==> src/srw_pkg.sv <==
// shared types and constants for the selective-repeat sender window
// no dependencies; imported by selective_repeat_window and both testbench modules
package srw_pkg;

   localparam int WINDOW_MAX_DEF = 64;
   localparam int FRAME_BITS_DEF = 16;

   localparam int REQ_TDATA_W = 8;
   localparam int RSP_TDATA_W = 40;
   localparam int CSR_IDX_W   = 2;
   localparam int CSR_DATA_W  = 16;
   localparam int SEQ_W       = 3;
   localparam int TOTAL_W     = 16;
   localparam int FRAME_OUT_W = 16;
   localparam int SLOT_OUT_W  = 6;

   localparam logic [SEQ_W-1:0]   SEQ_BITS_RST     = 3'd3;
   localparam logic [TOTAL_W-1:0] TOTAL_FRAMES_RST = 16'd8;

   localparam logic [CSR_IDX_W-1:0] CSR_SEQ_BITS     = 2'd0;
   localparam logic [CSR_IDX_W-1:0] CSR_TOTAL_FRAMES = 2'd1;

   typedef enum logic [2:0] {
      ST_FETCH,
      ST_READY,
      ST_COMPACT,
      ST_FILL,
      ST_FINISHED
   } state_type;

endpackage

==> src/srw_frame_ram.sv <==
// frame number store: one write port, one read port with registered read data
// generic; no package dependency
module srw_frame_ram #(
   parameter int DEPTH  = 64,
   parameter int WIDTH  = 16,
   parameter int ADDR_W = 6
) (
   input  logic              clock,
   input  logic              wr_en,
   input  logic [ADDR_W-1:0] wr_addr,
   input  logic [WIDTH-1:0]  wr_data,
   input  logic [ADDR_W-1:0] rd_addr,
   output logic [WIDTH-1:0]  rd_data
);

   logic [WIDTH-1:0] mem [DEPTH];
   logic [WIDTH-1:0] rd_data_ff;

   always_ff @(posedge clock) begin
      if (wr_en) begin
         mem[wr_addr] <= wr_data;
      end
      rd_data_ff <= mem[rd_addr];
   end

   assign rd_data = rd_data_ff;

endmodule

==> src/selective_repeat_window.sv <==
// selective-repeat sender window, frame numbers and send outcomes in srw_frame_ram
// response: mid window registered from the accepting edge, so rsp_tvalid follows in the next cycle;
//   at window end it waits for the rebuild (compaction, then one new frame per slot left free)
// each send passes a slot read (ST_FETCH), then the accept (ST_READY), which also waits while
//   a response is held by rsp_tready; window end adds the rebuild: compaction, new frames, close
// reset (synchronous) and writes to either config register restart the transfer at once;
//   the first window reads as slot numbers, so the store needs no clearing pass
module selective_repeat_window #(
   parameter int WINDOW_MAX = srw_pkg::WINDOW_MAX_DEF,
   parameter int FRAME_BITS = srw_pkg::FRAME_BITS_DEF
) (
   input  logic                               clock,
   input  logic                               reset,
   // req_tdata: received_ok
   input  logic                               req_tvalid,
   output logic                               req_tready,
   input  logic [srw_pkg::REQ_TDATA_W-1:0]    req_tdata,
   // rsp_tdata: sent_frame, slot_index, resend_needed, resend_frame, all_done
   output logic                               rsp_tvalid,
   input  logic                               rsp_tready,
   output logic [srw_pkg::RSP_TDATA_W-1:0]    rsp_tdata,
   output logic                               rsp_tlast,
   input  logic                               csr_wr_en,
   input  logic [srw_pkg::CSR_IDX_W-1:0]      csr_index,
   input  logic [srw_pkg::CSR_DATA_W-1:0]     csr_wdata
);

   import srw_pkg::*;

   localparam int SLOT_W = (WINDOW_MAX > 1) ? $clog2(WINDOW_MAX) : 1;
   localparam int CNT_W  = $clog2(WINDOW_MAX + 1);

   function automatic logic [CNT_W-1:0] win_size(input logic [SEQ_W-1:0] sb);
      logic [SEQ_W-1:0] b;
      logic [6:0]       w;
      b = (sb == '0) ? SEQ_W'(1) : sb;
      w = 7'd1 << (b - SEQ_W'(1));
      if (w > 7'(WINDOW_MAX)) begin
         w = 7'(WINDOW_MAX);
      end
      return CNT_W'(w);
   endfunction

   function automatic logic [CNT_W-1:0] min_count(input logic [CNT_W-1:0] w,
                                                  input logic [TOTAL_W-1:0] n);
      return (TOTAL_W'(w) < n) ? w : CNT_W'(n);
   endfunction

   state_type               state_ff, state_in;
   logic [SEQ_W-1:0]        seq_ff, seq_in;
   logic [TOTAL_W-1:0]      total_ff, total_in;
   logic [CNT_W-1:0]        window_count_ff, window_count_in;
   logic [SLOT_W-1:0]       current_slot_ff, current_slot_in;
   logic [FRAME_BITS-1:0]   next_new_ff, next_new_in;
   logic [TOTAL_W-1:0]      remaining_ff, remaining_in;
   logic                    fresh_ff, fresh_in;
   logic [CNT_W-1:0]        size_ff, size_in;
   logic [CNT_W-1:0]        cnt_ff, cnt_in;
   logic                    pipe_vld_ff, pipe_vld_in;
   logic [SLOT_W-1:0]       pipe_idx_ff, pipe_idx_in;
   logic [CNT_W-1:0]        wr_idx_ff, wr_idx_in;
   logic                    err_ff, err_in;
   logic [FRAME_BITS-1:0]   first_err_ff, first_err_in;
   logic [FRAME_BITS-1:0]   hold_frame_ff, hold_frame_in;
   logic [SLOT_W-1:0]       hold_slot_ff, hold_slot_in;

   logic                    rsp_valid_ff, rsp_valid_in;
   logic [FRAME_OUT_W-1:0]  rsp_frame_ff, rsp_frame_in;
   logic [SLOT_OUT_W-1:0]   rsp_slot_ff, rsp_slot_in;
   logic                    rsp_last_ff, rsp_last_in;
   logic                    rsp_resend_ff, rsp_resend_in;
   logic [FRAME_OUT_W-1:0]  rsp_rframe_ff, rsp_rframe_in;
   logic                    rsp_done_ff, rsp_done_in;

   // store word: outcome bit above the frame number
   logic                    ram_wr_en;
   logic [SLOT_W-1:0]       ram_wr_addr;
   logic [FRAME_BITS:0]     ram_wr_data;
   logic [SLOT_W-1:0]       ram_rd_addr;
   logic [FRAME_BITS:0]     ram_rd_data;

   logic                    req_fire;

   srw_frame_ram #(
      .DEPTH  (WINDOW_MAX),
      .WIDTH  (FRAME_BITS + 1),
      .ADDR_W (SLOT_W)
   ) u_frame_ram (
      .clock   (clock),
      .wr_en   (ram_wr_en),
      .wr_addr (ram_wr_addr),
      .wr_data (ram_wr_data),
      .rd_addr (ram_rd_addr),
      .rd_data (ram_rd_data)
   );

   assign req_tready = (state_ff == ST_FINISHED) ||
                       ((state_ff == ST_READY) && (!rsp_valid_ff || rsp_tready));
   assign req_fire   = req_tvalid && req_tready;

   always_comb begin
      logic                  restart;
      logic [SEQ_W-1:0]      cfg_seq;
      logic [TOTAL_W-1:0]    cfg_total;
      logic [CNT_W-1:0]      rs_count;
      logic                  ok;
      logic [FRAME_BITS-1:0] frame;
      logic [TOTAL_W-1:0]    rem_next;
      logic [CNT_W-1:0]      new_size;
      logic [FRAME_BITS-1:0] moved;

      state_in        = state_ff;
      seq_in          = seq_ff;
      total_in        = total_ff;
      window_count_in = window_count_ff;
      current_slot_in = current_slot_ff;
      next_new_in     = next_new_ff;
      remaining_in    = remaining_ff;
      fresh_in        = fresh_ff;
      size_in         = size_ff;
      cnt_in          = cnt_ff;
      pipe_vld_in     = 1'b0;
      pipe_idx_in     = pipe_idx_ff;
      wr_idx_in       = wr_idx_ff;
      err_in          = err_ff;
      first_err_in    = first_err_ff;
      hold_frame_in   = hold_frame_ff;
      hold_slot_in    = hold_slot_ff;
      rsp_valid_in    = rsp_valid_ff && !rsp_tready;
      rsp_frame_in    = rsp_frame_ff;
      rsp_slot_in     = rsp_slot_ff;
      rsp_last_in     = rsp_last_ff;
      rsp_resend_in   = rsp_resend_ff;
      rsp_rframe_in   = rsp_rframe_ff;
      rsp_done_in     = rsp_done_ff;
      ram_wr_en       = 1'b0;
      ram_wr_addr     = wr_idx_ff[SLOT_W-1:0];
      ram_wr_data     = {1'b0, next_new_ff};
      ram_rd_addr     = current_slot_ff;

      ok       = req_tdata[0];
      frame    = fresh_ff ? FRAME_BITS'(current_slot_ff) : ram_rd_data[FRAME_BITS-1:0];
      rem_next = (ok && (remaining_ff != '0)) ? remaining_ff - TOTAL_W'(1) : remaining_ff;
      new_size = min_count(win_size(seq_ff), rem_next);
      moved    = fresh_ff ? FRAME_BITS'(pipe_idx_ff) : ram_rd_data[FRAME_BITS-1:0];

      unique case (state_ff)
         ST_FETCH: begin
            state_in = ST_READY;
         end
         ST_READY: begin
            if (req_fire) begin
               // every slot of the window is sent before compaction reads it back
               ram_wr_en    = 1'b1;
               ram_wr_addr  = current_slot_ff;
               ram_wr_data  = {ok, frame};
               remaining_in = rem_next;
               if (CNT_W'(current_slot_ff) + CNT_W'(1) < window_count_ff) begin
                  current_slot_in = current_slot_ff + SLOT_W'(1);
                  rsp_valid_in    = 1'b1;
                  rsp_frame_in    = FRAME_OUT_W'(frame);
                  rsp_slot_in     = SLOT_OUT_W'(current_slot_ff);
                  rsp_last_in     = 1'b0;
                  rsp_resend_in   = 1'b0;
                  rsp_rframe_in   = '0;
                  rsp_done_in     = 1'b0;
                  state_in        = ST_FETCH;
               end else if (new_size == '0) begin
                  rsp_valid_in  = 1'b1;
                  rsp_frame_in  = FRAME_OUT_W'(frame);
                  rsp_slot_in   = SLOT_OUT_W'(current_slot_ff);
                  rsp_last_in   = 1'b1;
                  rsp_resend_in = 1'b0;
                  rsp_rframe_in = '0;
                  rsp_done_in   = 1'b1;
                  state_in      = ST_FINISHED;
               end else begin
                  hold_frame_in = frame;
                  hold_slot_in  = current_slot_ff;
                  size_in       = new_size;
                  cnt_in        = '0;
                  wr_idx_in     = '0;
                  err_in        = 1'b0;
                  state_in      = ST_COMPACT;
               end
            end
         end
         ST_COMPACT: begin
            ram_rd_addr = cnt_ff[SLOT_W-1:0];
            if (cnt_ff < window_count_ff) begin
               pipe_vld_in = 1'b1;
               pipe_idx_in = cnt_ff[SLOT_W-1:0];
               cnt_in      = cnt_ff + CNT_W'(1);
            end
            // errored frames slide down to the lowest free slot
            if (pipe_vld_ff && !ram_rd_data[FRAME_BITS]) begin
               ram_wr_en   = 1'b1;
               ram_wr_data = {1'b0, moved};
               wr_idx_in   = wr_idx_ff + CNT_W'(1);
               err_in      = 1'b1;
               if (!err_ff) begin
                  first_err_in = moved;
               end
            end
            if ((cnt_ff == window_count_ff) && !pipe_vld_ff) begin
               state_in = ST_FILL;
            end
         end
         ST_FILL: begin
            if (wr_idx_ff < size_ff) begin
               ram_wr_en   = 1'b1;
               next_new_in = next_new_ff + FRAME_BITS'(1);
               wr_idx_in   = wr_idx_ff + CNT_W'(1);
            end else begin
               rsp_valid_in    = 1'b1;
               rsp_frame_in    = FRAME_OUT_W'(hold_frame_ff);
               rsp_slot_in     = SLOT_OUT_W'(hold_slot_ff);
               rsp_last_in     = 1'b1;
               rsp_resend_in   = err_ff;
               rsp_rframe_in   = err_ff ? FRAME_OUT_W'(first_err_ff) : '0;
               rsp_done_in     = 1'b0;
               window_count_in = size_ff;
               current_slot_in = '0;
               fresh_in        = 1'b0;
               state_in        = ST_FETCH;
            end
         end
         ST_FINISHED: begin
            state_in = ST_FINISHED;
         end
         default: begin
            state_in = ST_FETCH;
         end
      endcase

      // reset and writes to the two configuration registers restart the transfer
      restart   = reset;
      cfg_seq   = seq_ff;
      cfg_total = total_ff;
      if (reset) begin
         cfg_seq   = SEQ_BITS_RST;
         cfg_total = TOTAL_FRAMES_RST;
      end else if (csr_wr_en) begin
         if (csr_index == CSR_SEQ_BITS) begin
            cfg_seq = csr_wdata[SEQ_W-1:0];
            restart = 1'b1;
         end else if (csr_index == CSR_TOTAL_FRAMES) begin
            cfg_total = csr_wdata[TOTAL_W-1:0];
            restart   = 1'b1;
         end
      end
      rs_count = min_count(win_size(cfg_seq), cfg_total);
      if (restart) begin
         seq_in          = cfg_seq;
         total_in        = cfg_total;
         window_count_in = rs_count;
         current_slot_in = '0;
         next_new_in     = FRAME_BITS'(rs_count);
         remaining_in    = cfg_total;
         fresh_in        = 1'b1;
         pipe_vld_in     = 1'b0;
         ram_wr_en       = 1'b0;
         state_in        = (rs_count == '0) ? ST_FINISHED : ST_FETCH;
      end
      if (reset) begin
         rsp_valid_in = 1'b0;
      end
   end

   always_ff @(posedge clock) begin
      state_ff        <= state_in;
      seq_ff          <= seq_in;
      total_ff        <= total_in;
      window_count_ff <= window_count_in;
      current_slot_ff <= current_slot_in;
      next_new_ff     <= next_new_in;
      remaining_ff    <= remaining_in;
      fresh_ff        <= fresh_in;
      size_ff         <= size_in;
      cnt_ff          <= cnt_in;
      pipe_vld_ff     <= pipe_vld_in;
      pipe_idx_ff     <= pipe_idx_in;
      wr_idx_ff       <= wr_idx_in;
      err_ff          <= err_in;
      first_err_ff    <= first_err_in;
      hold_frame_ff   <= hold_frame_in;
      hold_slot_ff    <= hold_slot_in;
      rsp_valid_ff    <= rsp_valid_in;
      rsp_frame_ff    <= rsp_frame_in;
      rsp_slot_ff     <= rsp_slot_in;
      rsp_last_ff     <= rsp_last_in;
      rsp_resend_ff   <= rsp_resend_in;
      rsp_rframe_ff   <= rsp_rframe_in;
      rsp_done_ff     <= rsp_done_in;
   end

   assign rsp_tvalid = rsp_valid_ff;
   assign rsp_tlast  = rsp_last_ff;
   assign rsp_tdata  = {rsp_done_ff, rsp_rframe_ff, rsp_resend_ff, rsp_slot_ff, rsp_frame_ff};

`ifndef NO_ASSERTIONS
   a_slot_in_window: assert property (@(posedge clock) disable iff (reset)
      (state_ff == ST_READY) |-> (CNT_W'(current_slot_ff) < window_count_ff))
      else $error("current slot outside the window");

   a_fill_bound: assert property (@(posedge clock) disable iff (reset)
      (state_ff == ST_FILL) |-> (wr_idx_ff <= size_ff))
      else $error("rebuild wrote past the new window size");

   a_mid_window_flags: assert property (@(posedge clock) disable iff (reset)
      (rsp_valid_ff && !rsp_last_ff) |-> (!rsp_resend_ff && !rsp_done_ff))
      else $error("window-end flags on a mid-window transaction");

   a_send_result: assert property (@(posedge clock) disable iff (reset)
      (req_fire && (state_ff == ST_READY) && !csr_wr_en &&
       (CNT_W'(current_slot_ff) + CNT_W'(1) < window_count_ff)) |=> rsp_valid_ff)
      else $error("accepted send produced no transaction");

   a_no_write_when_idle: assert property (@(posedge clock) disable iff (reset)
      ((state_ff == ST_FETCH) || (state_ff == ST_FINISHED)) |-> !ram_wr_en)
      else $error("frame store written while fetching or finished");
`endif

endmodule

==> config.mk <==
export PLATFORM = sky130hd
export DESIGN_NAME = selective_repeat_window
export DESIGN_NICKNAME = d
export VERILOG_FILES = /design/src/srw_pkg.sv /design/src/srw_frame_ram.sv /design/src/selective_repeat_window.sv
export SDC_FILE = /design/constraint.sdc
export NUM_CORES = 1
export LEC_CHECK = 0
export BUFFER_PORTS_ARGS = -buffer_cell sky130_fd_sc_hd__buf_2
export CORE_UTILIZATION = 50
export DETAILED_ROUTE_END_ITERATION = 7
export GPL_TIMING_DRIVEN = 0
export PLACE_DENSITY = 0.66
export SYNTH_ARGS = -nofsm -noshare
export SYNTH_HDL_FRONTEND = slang
export SYNTH_SLANG_ARGS = --single-unit
==> constraint.sdc <==
create_clock -name clock -period 17.72 [get_ports clock]
set_input_delay 3.544 -clock clock [delete_from_list [all_inputs] [get_ports clock]]
set_output_delay 3.544 -clock clock [all_outputs]
set_load 0.03 [all_outputs]
After elaboration in Yosys (flattened, before gate mapping)
Memories as Yosys holds them, arrays and structs flattened. A register that Yosys moved wholly into a read port is not among the register bits.
Index checks and enable logic that the tools add are counted.
{"block": "classes", "bitwise_logic": 5, "add_sub_neg": 8, "n_lt_le_gt_ge": 7, "n_shift": 2, "n_reduce_logical": 41, "muxes": 101, "mul": 0, "n_eq_ne": 19, "div_mod_pow": 0}
{"op": "two-way mux 16 bit", "count": 20}
{"op": "two-way mux 7 bit", "count": 16}
{"op": "one-hot mux 16 bit (2 select lines)", "count": 2}
{"op": "two-way mux 6 bit", "count": 10}
{"op": "two-way mux 3 bit", "count": 12}
{"op": "one-hot mux 17 bit (2 select lines)", "count": 1}
{"op": "less-than comparator 7 x 16 -> 1 bit", "count": 2}
{"op": "two-way mux 1 bit", "count": 28}
{"op": "one-hot mux 6 bit (2 select lines)", "count": 2}
{"op": "less-than comparator 7 bit", "count": 3}
{"op": "one-hot mux 7 bit (3 select lines)", "count": 1}
{"op": "two-way mux 17 bit", "count": 1}
{"op": "adder 16 x 1 -> 16 bit (second input constant)", "count": 1}
{"op": "nonzero test 16 bit", "count": 1}
{"op": "subtractor 16 x 1 -> 16 bit (second input constant)", "count": 1}
{"op": "one-hot mux 3 bit (5 select lines)", "count": 1}
{"op": "adder 7 x 1 -> 7 bit (second input constant)", "count": 2}
{"op": "> comparator 7 bit (second input constant)", "count": 2}
{"op": "zero test 7 bit", "count": 2}
{"op": "inequality test 2 bit (second input constant)", "count": 7}
{"op": "one-hot mux 7 bit (2 select lines)", "count": 1}
{"op": "left shift 1 x 3 -> 7 bit (first input constant)", "count": 2}
{"op": "AND reduction 2 bit", "count": 6}
{"op": "AND reduction 4 bit", "count": 3}
{"op": "other kinds (26)", "count": 56}
{"block": "word_totals", "elab_cells": 209, "ram_bits": 1088, "inputBits": 31, "regBits": 177, "output_inout_bits": 43, "latch_bits": 0, "romBits": 0, "n_memories": 1}
{"name": "u_frame_ram.mem", "depth": 64, "word_bits": 17, "read_ports": 1, "rd_clocked_by_memory_dff": 1, "write_ports": 1, "line": "srw_frame_ram.sv:16", "source": "logic [WIDTH-1:0] mem [DEPTH];"}

Logic depth before layout (Yosys ltp)
{"block": "logic_depth", "ltp_word": 15, "depth_mapped": 16, "depth_no_buf": 14}

Cells and area by module
Synthesis repeated with hierarchy kept, for this count alone.
{"block": "hier_totals", "hier_cells": 2802, "area_unflattened_um2": 51688.3}
{"module": "srw_frame_ram", "instances": 1, "area_per_inst_um2": 42117.9, "seq_area_each_um2": 33011.7, "cells_per_inst": 1875}
{"module": "selective_repeat_window", "instances": 1, "area_per_inst_um2": 9570.4, "seq_area_each_um2": 5134.9, "cells_per_inst": 927}

Worst setup path before layout
OpenSTA, ideal clock, no wires.
{"block": "synth_timing", "path_kind": "input -> register", "start": "input port req_tdata[0] in the netlist's numbering", "end": "register rsp_done_ff, enable pin", "setup_time_ps": 507, "t_arrival_ps": 8726, "setup_slack_ps": 8487, "path_stages": 11, "path_cell_list": "or3b_1 or4_4 o21a_1 ha_1 nand3_1 nor2_1 o211ai_1 o21ai_0 and3_2 nand2_1 a221oi_1"}
{"block": "synth_between", "elab_chain_cells": 7}
{"item": "start, declared", "line": "selective_repeat_window.sv:17", "source": "input logic [srw_pkg::REQ_TDATA_W-1:0] req_tdata,"}
{"item": "logical AND 1 bit *", "line": "selective_repeat_window.sv:143", "source": "rem_next = (ok && (remaining_ff != '0)) ? remaining_ff - TOTAL_W'(1) : remaining_ff;"}
{"item": "two-way mux 16 bit *", "line": "selective_repeat_window.sv:143"}
{"item": "less-than comparator 7 x 16 -> 1 bit", "line": "selective_repeat_window.sv:46", "source": "return (TOTAL_W'(w) < n) ? w : CNT_W'(n);"}
{"item": "two-way mux 7 bit *", "line": "selective_repeat_window.sv:46"}
{"item": "zero test 7 bit *", "line": "selective_repeat_window.sv:168", "source": "end else if (new_size == '0) begin"}
{"item": "inequality test 3 x 1 -> 1 bit (no source line) *"}
{"item": "AND reduction 4 bit (no source line) *"}
{"item": "end signal, assigned", "line": "selective_repeat_window.sv:294", "source": "rsp_done_ff <= rsp_done_in;"}
{"item": "end, declared", "line": "selective_repeat_window.sv:73", "source": "logic rsp_done_ff, rsp_done_in;"}
Mark *: on every way between the ends. The rest lies on a longest branch, timed or not.
A chain may end at the register's enable or synchronous reset.

Final worst setup path
{"block": "layout_timing", "start": "input port rsp_tready", "end": "output port req_tready"}
{"block": "layout_between", "elab_chain_cells": 3}
{"item": "start, declared", "line": "selective_repeat_window.sv:20", "source": "input logic rsp_tready,"}
{"item": "logical OR 1 bit", "line": "selective_repeat_window.sv:98", "source": "((state_ff == ST_READY) && (!rsp_valid_ff || rsp_tready));"}
{"item": "logical AND 1 bit", "line": "selective_repeat_window.sv:98"}
{"item": "logical OR 1 bit", "line": "selective_repeat_window.sv:97", "source": "assign req_tready = (state_ff == ST_FINISHED) ||"}
{"item": "end, declared", "line": "selective_repeat_window.sv:16", "source": "output logic req_tready,"}
Every way passes these cells.

==> flow_results.xml <==
<?xml version="1.0" encoding="UTF-8"?>
<metrics>
  <group name="floorplan">
    <metric name="placeableCoreArea" unit="mm²">0.1053</metric>
    <metric name="rows" unit="">119</metric>
    <metric name="floorplan.io_pins" unit="">74</metric>
    <metric name="die_area" unit="mm²">0.1075</metric>
    <metric name="initial_cell_density_of_the_core" unit="%">50.45</metric>
    <metric name="dieWidth" unit="µm">327.9</metric>
    <metric name="fp.dieH" unit="µm">327.9</metric>
  </group>
  <group name="final_layout">
    <metric name="drive_gt1_share" unit="%">11.83</metric>
    <metric name="multi_input_area" unit="mm²">0.01380</metric>
    <metric name="p_r_area_growth_vs_syn" unit="%">15.47</metric>
    <metric name="finalNetCount" unit="">4436</metric>
    <metric name="filler_cell_count" unit="">8230</metric>
    <metric name="seq_area" unit="mm²">0.03815</metric>
  </group>
  <group name="logic_synthesis">
    <metric name="ys.warnings.count" unit="">0</metric>
    <metric name="synth_fp_nets" unit="">4148</metric>
    <metric name="syn_area" unit="mm²">0.05311</metric>
    <metric name="post_synth_inst_count" unit="">4081</metric>
    <metric name="ys_ff_latch" unit="">1282</metric>
    <metric name="yosys_most_used_dff" unit="">sky130_fd_sc_hd__edfxtp_1</metric>
    <metric name="async_s_r_ff_share_synth" unit="%">0</metric>
    <metric name="synth_area_per_cell" unit="µm²">13.01</metric>
    <metric name="synth_seq_area_share" unit="%">71.83</metric>
    <metric name="ys_types" unit="">83</metric>
    <metric name="synth_edf_count" unit="">1247</metric>
  </group>
  <group name="clock_tree">
    <metric name="deepest_level_of_the_cts_h_tree" unit="">4</metric>
    <metric name="number_of_buffers_inserted_during_clock_tree_synthesis" unit="">133</metric>
    <metric name="clk_path_buf_depth" unit="">3</metric>
    <metric name="worstSkewPairLatency" unit="ps">760</metric>
    <metric name="ctsResizeCount" unit="">0</metric>
    <metric name="path_clk_slew" unit="ps">60</metric>
    <metric name="postCtsHoldBufs" unit="">0</metric>
    <metric name="clk_root_buffer_cell" unit="">sky130_fd_sc_hd__clkbuf_16</metric>
    <metric name="tritoncts" unit="">built</metric>
    <metric name="cts_setup_buffers" unit="">0</metric>
    <metric name="cts_sinks" unit="">1282</metric>
  </group>
  <group name="worst_setup_path">
    <metric name="nature_of_the_critical_path_endpoint" unit="">output pin</metric>
    <metric name="start_kind" unit="">input port</metric>
    <metric name="crit_path_end" unit="">req_tready</metric>
    <metric name="setup.worst_path.class" unit="">in -&gt; out</metric>
    <metric name="ff2ff_path_depth" unit="">11</metric>
    <metric name="worstPathMaxFanout" unit="">3</metric>
    <metric name="reg2reg_from" unit="">current_slot_ff[1]$_SDFFE_PN0P_</metric>
    <metric name="timing.critical_path.required" unit="ps">14180</metric>
    <metric name="worst_ep_arrival_time" unit="ps">4430</metric>
    <metric name="setup.reg_to_reg.worst_slack" unit="ps">12780</metric>
    <metric name="regToRegEndpoint" unit="">rsp_frame_ff[8]$_DFFE_PP_</metric>
    <metric name="worst_setup_path_startpoint" unit="">rsp_tready</metric>
  </group>
  <group name="timing">
    <metric name="maxClockFrequency" unit="MHz">125.5</metric>
    <metric name="worst_slack" unit="ps">9750</metric>
    <metric name="relative_slew_margins" unit="%">14.59</metric>
    <metric name="finalHoldViolations" unit="">0</metric>
    <metric name="finalCritPeriodShare" unit="%">44.98</metric>
    <metric name="count_of_final_setup_violators" unit="">0</metric>
    <metric name="fin_setup_tns" unit="ps">0</metric>
    <metric name="grt_setup_unrepaired" unit="">no</metric>
    <metric name="timing.final.crit_period" unit="ps">7970</metric>
    <metric name="tightest_slew" unit="ps">1281</metric>
    <metric name="final_max_slew_viol_count" unit="">0</metric>
    <metric name="clock_skews" unit="ps">38.77</metric>
  </group>
  <group name="route">
    <metric name="postRouteAntennaNets" unit="">0</metric>
    <metric name="routed_wl" unit="µm">157700</metric>
    <metric name="number_of_vias_in_the_routed_layout" unit="">35961</metric>
    <metric name="drc_marker_count_from_the_first_detailed_route_iteration" unit="">4994</metric>
    <metric name="detail_route.first_pass.iterations" unit="">7</metric>
    <metric name="vias_per_cell" unit="">6.131</metric>
    <metric name="drt-wirelength-per-cell" unit="µm">26.89</metric>
    <metric name="post-route-drc-count" unit="">0</metric>
  </group>
  <group name="power">
    <metric name="cellPowerDensity" unit="mW/mm²">136.3</metric>
    <metric name="power.static_leakage" unit="nW">20.74</metric>
    <metric name="vdd_drop_max" unit="V">0.0001001</metric>
  </group>
  <group name="placement">
    <metric name="place_worst_setup_slack" unit="ps">9570</metric>
    <metric name="detailed_place_hpwl" unit="µm">109400</metric>
    <metric name="gp_congestion" unit="">0.9898</metric>
    <metric name="portBuffers" unit="">66</metric>
  </group>
  <group name="hold_path">
    <metric name="holdCritPathClass" unit="">reg -&gt; reg</metric>
  </group>
  <group name="flow_run">
    <metric name="drv_cap" unit="">0</metric>
  </group>
  <group name="global_routing">
    <metric name="grt_pass1_vias" unit="">33791</metric>
    <metric name="grt_total_usage" unit="%">29.19</metric>
    <metric name="grt_antenna_before_repair" unit="">8</metric>
    <metric name="grt_first_pass_wirelength" unit="µm">226300</metric>
    <metric name="grt_start_max_net_pins" unit="">65</metric>
    <metric name="globalRouteOverflowTotal" unit="">0</metric>
  </group>
  <group name="outcome">
    <metric name="status" unit="">complete, no violations</metric>
  </group>
</metrics>
-- synthesized netlist by cell type (all sizes together), types with 50 or more instances --
| master | number | area, µm² |
|---|---|---|
| edfxtp | 1247 | 37450 |
| nand2 | 903 | 3390 |
| nand3 | 409 | 2052 |
| clkbuf | 175 | 656.9 |
| a211oi | 173 | 1311 |
| nor2 | 147 | 561.8 |
| inv | 135 | 506.7 |
| mux2i | 104 | 1057 |
| a31oi | 92 | 575.6 |
| buf | 81 | 392.9 |
| a21oi | 64 | 324.1 |
| a311oi | 50 | 437.9 |
-- through the flow --
step / util (%) / hold slack (ps) / instance area [µm²] / std cells / total power [mW]
finish: 58.25 / 433.4 / 61320 / 5865 / 8.361
global route: 58.25 / 449.8 / 61320 / 5863 / 8.574
detailed placement: 54.18 / 417.1 / 57030 / 5625 / 5.606
CTS: 58.23 / 432.5 / 61300 / 5863 / 8.332
global placement: 52.42 / 412.2 / 55180 / 5538 / 5.510
floorplan: - / 406.4 / 53110 / 4081 / 4.689
-- cells in the final DEF, fill, tap and decap left out, types with 17 or more instances in the layout --
cell / count
sky130_fd_sc_hd__clkbuf_16: 136
sky130_fd_sc_hd__clkinv_2: 28
sky130_fd_sc_hd__and4_1: 38
sky130_fd_sc_hd__xnor2_1: 20
sky130_fd_sc_hd__buf_1: 23
sky130_fd_sc_hd__clkinv_1: 25
sky130_fd_sc_hd__mux2_2: 17
sky130_fd_sc_hd__dfxtp_1: 35
sky130_fd_sc_hd__nand2_1: 903
sky130_fd_sc_hd__a211oi_1: 172
sky130_fd_sc_hd__a21oi_1: 63
sky130_fd_sc_hd__a32o_1: 32
sky130_fd_sc_hd__nand2b_1: 24
sky130_fd_sc_hd__nor2_1: 82
sky130_fd_sc_hd__inv_1: 135
sky130_fd_sc_hd__nand4_1: 27
sky130_fd_sc_hd__nor3_1: 33
sky130_fd_sc_hd__edfxtp_1: 1247
sky130_fd_sc_hd__clkbuf_1: 193
sky130_fd_sc_hd__mux2i_1: 102
sky130_fd_sc_hd__nand3_1: 408
sky130_fd_sc_hd__ha_1: 36
sky130_fd_sc_hd__a31oi_1: 92
sky130_fd_sc_hd__and3_1: 25
sky130_fd_sc_hd__buf_8: 64
sky130_fd_sc_hd__a311oi_1: 50
sky130_fd_sc_hd__o21ai_0: 40
sky130_fd_sc_hd__nor2_2: 63
sky130_fd_sc_hd__buf_2: 121
-- area by class of cell --
cell class	count	area share, %
Tap cell	1391	2.838
Antenna cell	2	0.008161
Multi-Input combinational cell	2408	22.50
Clock buffer	154	5.660
Buffer	256	1.714
Inverter	135	0.8263
Timing Repair Buffer	153	2.950
Clock inverter	84	1.296
Sequential cell	1282	62.21
-- critical path, stage by stage --
cell                      delay (ps)
sky130_fd_sc_hd__buf_2           100
sky130_fd_sc_hd__nor2b_1         210
sky130_fd_sc_hd__o21ai_0         180
sky130_fd_sc_hd__and2_1          220
sky130_fd_sc_hd__buf_2           180
-- power breakdown --
part / leakage [nW] / switching [mW] / internal [mW]
logic: 7.15 / 1.48 / 0.468
clock network: 2.10 / 1.18 / 1.58
registers: 11.5 / 0.0639 / 3.59
total: 20.7 / 2.72 / 5.64
-- logic make-up (layout without fill, tap and decap cells) --
group	count (synthesis)	in the layout	share of synthesized area [%]
other	0	2	0
buffers and inverters	391	782	2.931
adder cells (fa/ha/maj)	36	36	0.8482
AO/OA/AOI/OAI	539	539	7.355
XOR/XNOR	31	31	0.5112
flip-flops	1282	1282	71.83
multiplexers	122	122	2.372
AND/OR/NAND/NOR	1680	1680	14.15
-- worst min-delay path by stage --
stage                                         start                         to  slack, ps  cells after the start
finish              current_slot_ff[5]$_SDFFE_PN0P_  hold_slot_ff[5]$_DFFE_PP_        430                      0
global route        current_slot_ff[5]$_SDFFE_PN0P_  hold_slot_ff[5]$_DFFE_PP_        450                      0
CTS                 current_slot_ff[5]$_SDFFE_PN0P_  hold_slot_ff[5]$_DFFE_PP_        430                      0
detailed placement  current_slot_ff[5]$_SDFFE_PN0P_  hold_slot_ff[5]$_DFFE_PP_        420                      0
global placement    current_slot_ff[5]$_SDFFE_PN0P_  hold_slot_ff[5]$_DFFE_PP_        410                      0
floorplan           current_slot_ff[5]$_SDFFE_PN0P_  hold_slot_ff[5]$_DFFE_PP_        410                      0
-- routing by layer --
metal / share of wire (%) / vias to the layer above / global-route usage [%]
met5: 0.036 / - / 0
met2: 46 / 1977 / 45.08
met1: 40 / 17763 / 40.34
li1: - / 15805 / -
met4: 4.5 / 8 / 11.98
met3: 10 / 408 / 6.226
-- sequential cells by signal, summed over array words and instances (netlist names), 3 cells and up --
register,cells
u_frame_ram.mem,1088
u_frame_ram.rd_data,17
first_err_ff,16
hold_frame_ff,16
next_new_ff,16
remaining_ff,16
rsp_frame_ff,16
rsp_rframe_ff,16
total_ff,16
cnt_ff,7
size_ff,7
window_count_ff,7
wr_idx_ff,7
current_slot_ff,6
hold_slot_ff,6
pipe_idx_ff,6
rsp_slot_ff,6
seq_ff,3
state_ff,3
Note: power is estimated with default switching activity, not from simulation.
